**src/design/phist_pkg.sv**
```systemverilog
// ----------------------------------------------------------------------------
// phist_pkg
// Types and constants shared by the pixel histogram block.
// ----------------------------------------------------------------------------
package phist_pkg;

  localparam int COUNT_BITS = 24;
  localparam int NUM_BINS   = 256;
  localparam int ADDR_W     = $clog2(NUM_BINS);
  localparam int PIX_W      = 8;
  localparam int POS_W      = 12;
  localparam int SHIFT_W    = 3;
  localparam int SIDE_W     = POS_W + 1;
  localparam int PROD_W     = SIDE_W + COUNT_BITS;
  localparam int BASE_SHIFT = 8;

  localparam logic [SHIFT_W-1:0]    SHIFT_RESET = SHIFT_W'(2);
  localparam logic [SHIFT_W-1:0]    MAX_SHIFT   = SHIFT_W'(4);
  localparam logic [SIDE_W-1:0]     BASE_SIDE   = SIDE_W'(256);
  localparam logic [COUNT_BITS-1:0] COUNT_MAX   = '1;

  typedef enum logic [1:0] {
    FUNC_ADD   = 2'd0,
    FUNC_READ  = 2'd1,
    FUNC_PLOT  = 2'd2,
    FUNC_CLEAR = 2'd3
  } func_t;

  typedef struct packed {
    func_t            func;
    logic [PIX_W-1:0] pixel_value;
    logic [PIX_W-1:0] bin_index;
    logic [POS_W-1:0] plot_row;
    logic [POS_W-1:0] plot_column;
  } in_item_t;

  typedef struct packed {
    logic [COUNT_BITS-1:0] bin_count;
    logic [COUNT_BITS-1:0] max_count;
    logic                  plot_value;
  } out_item_t;

  typedef struct packed {
    logic              vld;
    func_t             func;
    logic [ADDR_W-1:0] addr;
    logic              outside;
    logic [SIDE_W-1:0] height;
  } s1_t;

  typedef struct packed {
    logic                  vld;
    func_t                 func;
    logic                  outside;
    logic [COUNT_BITS-1:0] cnt;
    logic [COUNT_BITS-1:0] peak;
    logic [PROD_W-1:0]     prod;
  } s2_t;

endpackage

```
**src/design/phist_plot.sv**
```systemverilog
// ----------------------------------------------------------------------------
// phist_plot
// Bar chart compare and result register.
// ----------------------------------------------------------------------------
module phist_plot import phist_pkg::*; (
  input  logic               clk,
  input  logic               rst_n,
  input  s2_t                s2,
  input  logic [SHIFT_W-1:0] shift_eff,
  output logic               out_valid,
  output out_item_t          out_item
);

  logic              out_valid_r;
  out_item_t         out_item_r, out_item_nxt;
  logic [PROD_W-1:0] scaled;
  logic [3:0]        shamt;
  logic              dark;
  logic              is_plot;

  always_comb begin
    shamt   = {1'b0, shift_eff} + 4'(BASE_SHIFT);
    scaled  = {{SIDE_W{1'b0}}, s2.cnt} << shamt;
    dark    = s2.prod < scaled;
    is_plot = (s2.func == FUNC_PLOT);
    out_item_nxt.max_count = s2.peak;
    priority if (!is_plot) begin
      out_item_nxt.bin_count  = s2.cnt;
      out_item_nxt.plot_value = 1'b0;
    end else if (s2.outside) begin
      out_item_nxt.bin_count  = '0;
      out_item_nxt.plot_value = 1'b1;
    end else begin
      out_item_nxt.bin_count  = s2.cnt;
      out_item_nxt.plot_value = !dark;
    end
  end

  always_ff @(posedge clk) begin
    if (!rst_n) begin
      out_valid_r <= 1'b0;
    end else begin
      out_valid_r <= s2.vld;
    end
  end

  always_ff @(posedge clk) begin
    out_item_r <= out_item_nxt;
  end

  assign out_valid = out_valid_r;
  assign out_item  = out_item_r;

endmodule

```
**config.mk**
```make
export PLATFORM = sky130hd
export DESIGN_NAME = phist_plot
export DESIGN_NICKNAME = d
export VERILOG_FILES = /design/src/design/phist_pkg.sv /design/src/design/phist_plot.sv
export SDC_FILE = /design/constraint.sdc
export NUM_CORES = 1
export LEC_CHECK = 0
export BUFFER_PORTS_ARGS = -buffer_cell sky130_fd_sc_hd__buf_4
export CAP_MARGIN = 20
export CORE_ASPECT_RATIO = 1.2
export CORE_UTILIZATION = 45
export CTS_BUF_LIST = sky130_fd_sc_hd__clkbuf_16
export DETAILED_ROUTE_END_ITERATION = 8
export PLACE_DENSITY = 0.81
export REMOVE_ABC_BUFFERS = 1
export SLEW_MARGIN = 20
export SYNTH_ARGS = -nofsm -noshare
export SYNTH_HDL_FRONTEND = slang
export SYNTH_SLANG_ARGS = --single-unit
```
**constraint.sdc**
```tcl
create_clock -name clk -period 3.45 [get_ports clk]
set_clock_uncertainty 0.2 [all_clocks]
set_input_delay 0.5175 -clock clk [delete_from_list [all_inputs] [get_ports clk]]
set_output_delay 0.5175 -clock clk [all_outputs]
set_load 0.02 [all_outputs]
```
==> reports/results.tsv <==
metric	value	unit
cts_setup_buffers	0	
synth_top_area_share	38.04	%
cts_resized	0	
setup_viol	0	
detail_route.drc_violations	1	
ant_nets	0	
gp_congestion	0.8322	
cap_violations	0	
layout_commonest_cell	buf_4	
row_count	30	
ys.flop_type	dfxtp_1	
synthCells	246	
track_usage	20.30	%
die_area	6158	sq um
cts_buffer_depth	2	
startpoint_type	primary input	
vias	2308	
port_buffers	135	
place_inst	433	
seq_area_frac_synth	38.04	%
instances_no_fill	440	
drtPass1Iterations	6	
min_period_over_period	86.62	%
status	finished with violations	
holdWs	0.1367	ns
drtIter0Drc	50	
hp-class	in2reg	
synth-simple-area-share	14.79	%
fin_util	67.38	%
area_growth	44.18	%
clock_sinks	50	
cts_tree	done	
ys_types	32	
synth_edf_count	0	
grt_overflow	0	
layout-drive-gt1-share	41.76	%
yosys_warnings	0	
start_util	46.73	%
syn_avg_cell_area	10.70	sq um
hold_violations	0	
wl_per_cell	14.49	um
antenna_found_initial	0	
synth_compound_area_share	9.177	%
tightest_slew	0.6153	ns
synth_top_family_by_area	multiplexers	
grt_pass1_wl	9832	um
synth_seq_cells	50	
cts.reportedPaths.clkPinSlew	0.06	ns
num_io_pins	144	
achievable-frequency	0.3346	GHz
endpoint_kind	flop	
synth.area.top_cells	dfxtp_1, ha_1, mux2i_1, mux4_2, and2_1	
leakage	1.813	nW
core-area	5630	sq um
fin_tns_setup	0	ns
required	3.40	ns
slew_headroom	58.88	%
ir_drop	0.0002120	V
cts_made_buffers	5	
yosys.area.top_type	dfxtp_1	
die_h	85.77	um
critPathArrivalTime	2.94	ns
grt_max_degree	33	
diodes	0	
die_x	71.81	um
async_reset_ff_share	0	%
grt_pass1_vias	2210	
synth-xor-area-share	0	%
cts-root-buf	clkbuf_16	
htreeDepth	2	
nNetsFinal	499	
ctsHoldBuffers	0	
synthMuxAreaShare	21.35	%
slew_viol_final	0	
wl	6375	um
yosys.area_share.adder	13.79	%
final_cell_mix	buf_4, dfxtp_1, ha_1	
path_class	in2reg	
cp_max_fo	32	
powerDensity	392.0	nW/um^2
syn-cell-area	2631	sq um
violations	design-rule violations	
dp_hpwl	5089	um
post-route-min-period	2.988	ns
vias_per_cell	5.245	
rsz0062_at_grt	no	
-- synth_stat cells, types with 2 or more instances --
cell type / instances
dfxtp_1: 50
ha_1: 29
mux2i_1: 28
and2_1: 25
a21oi_1: 21
nor2_1: 14
mux4_2: 11
nand2_1: 11
nor2b_1: 7
a211oi_1: 6
nand4_1: 6
buf_2: 5
nand3_1: 4
o21ai_0: 4
clkbuf_1: 3
mux2_2: 3
nand2b_1: 3
buf_6: 2
-- layer usage --
layer | global-route usage (%) | wire (um) | part of all wire [%]
met5 | 0 | 0 | 0
met4 | 8.378 | 129 | 2.0
met3 | 2.233 | 411 | 6.4
met2 | 38.16 | 3366 | 53
met1 | 22.96 | 2467 | 39
-- layout make-up --
cell class              count  area (sq um)
clock buffers               5         125.1
clock inverters             2         15.01
fillers                   467          1837
inverters                   1         3.754
multi-input cells         183          1555
flip-flops and latches     50          1001
well taps                  64         80.08
repair buffers            135          1013
-- final timing paths --
check | start | endpoint | slack (ns) | depth (start not counted)
worst max-delay path | shift_eff[0] | out_item[0]$_SDFF_PP0_ | 0.46 | 9
worst min-delay path | s2[58] | out_item[22]$_DFF_P_ | 0.14 | 1
-- flip-flops by register name, indices dropped and copies added (netlist names) --
register   cells
out_valid      1
out_item      49
-- report_power, final --
part	switching, mW	leakage, nW	total [mW]	internal [mW]
combinational	0.200	1.33	0.411	0.211
clock	0.190	0.0619	0.454	0.264
sequential	0.00930	0.421	0.622	0.613
-- metrics by stage --
stage	instance area (sq um)	worst slack, ns	total power [mW]
2_1_floorplan	2560	0.9113	0.8515
3_3_place_gp	3654	0.2885	1.033
3_5_place_dp	3654	0.1997	1.043
4_1_cts	3794	0.4877	1.501
5_1_grt	3794	0.3003	1.563
6_report	3794	0.4616	1.487
-- cell families after synthesis --
| kind of cell | count (synthesis) |
|---|---|
| AOI/OAI and AO/OA | 40 |
| adders and majority gates | 29 |
| buffers and inverters | 13 |
| DFF | 50 |
| muxes | 42 |
| and+or+nand+nor | 72 |
-- worst max-delay path: stages --
cell and delay [ns]:
buf_4 0.36, mux4_2 0.59, mux2i_1 0.21, ha_1 0.27
a21oi_1 0.15, o21ai_0 0.11, a2111oi_0 0.40, o211ai_1 0.15
o2bb2ai_1 0.16
Power figures use the tool's default switching activity.
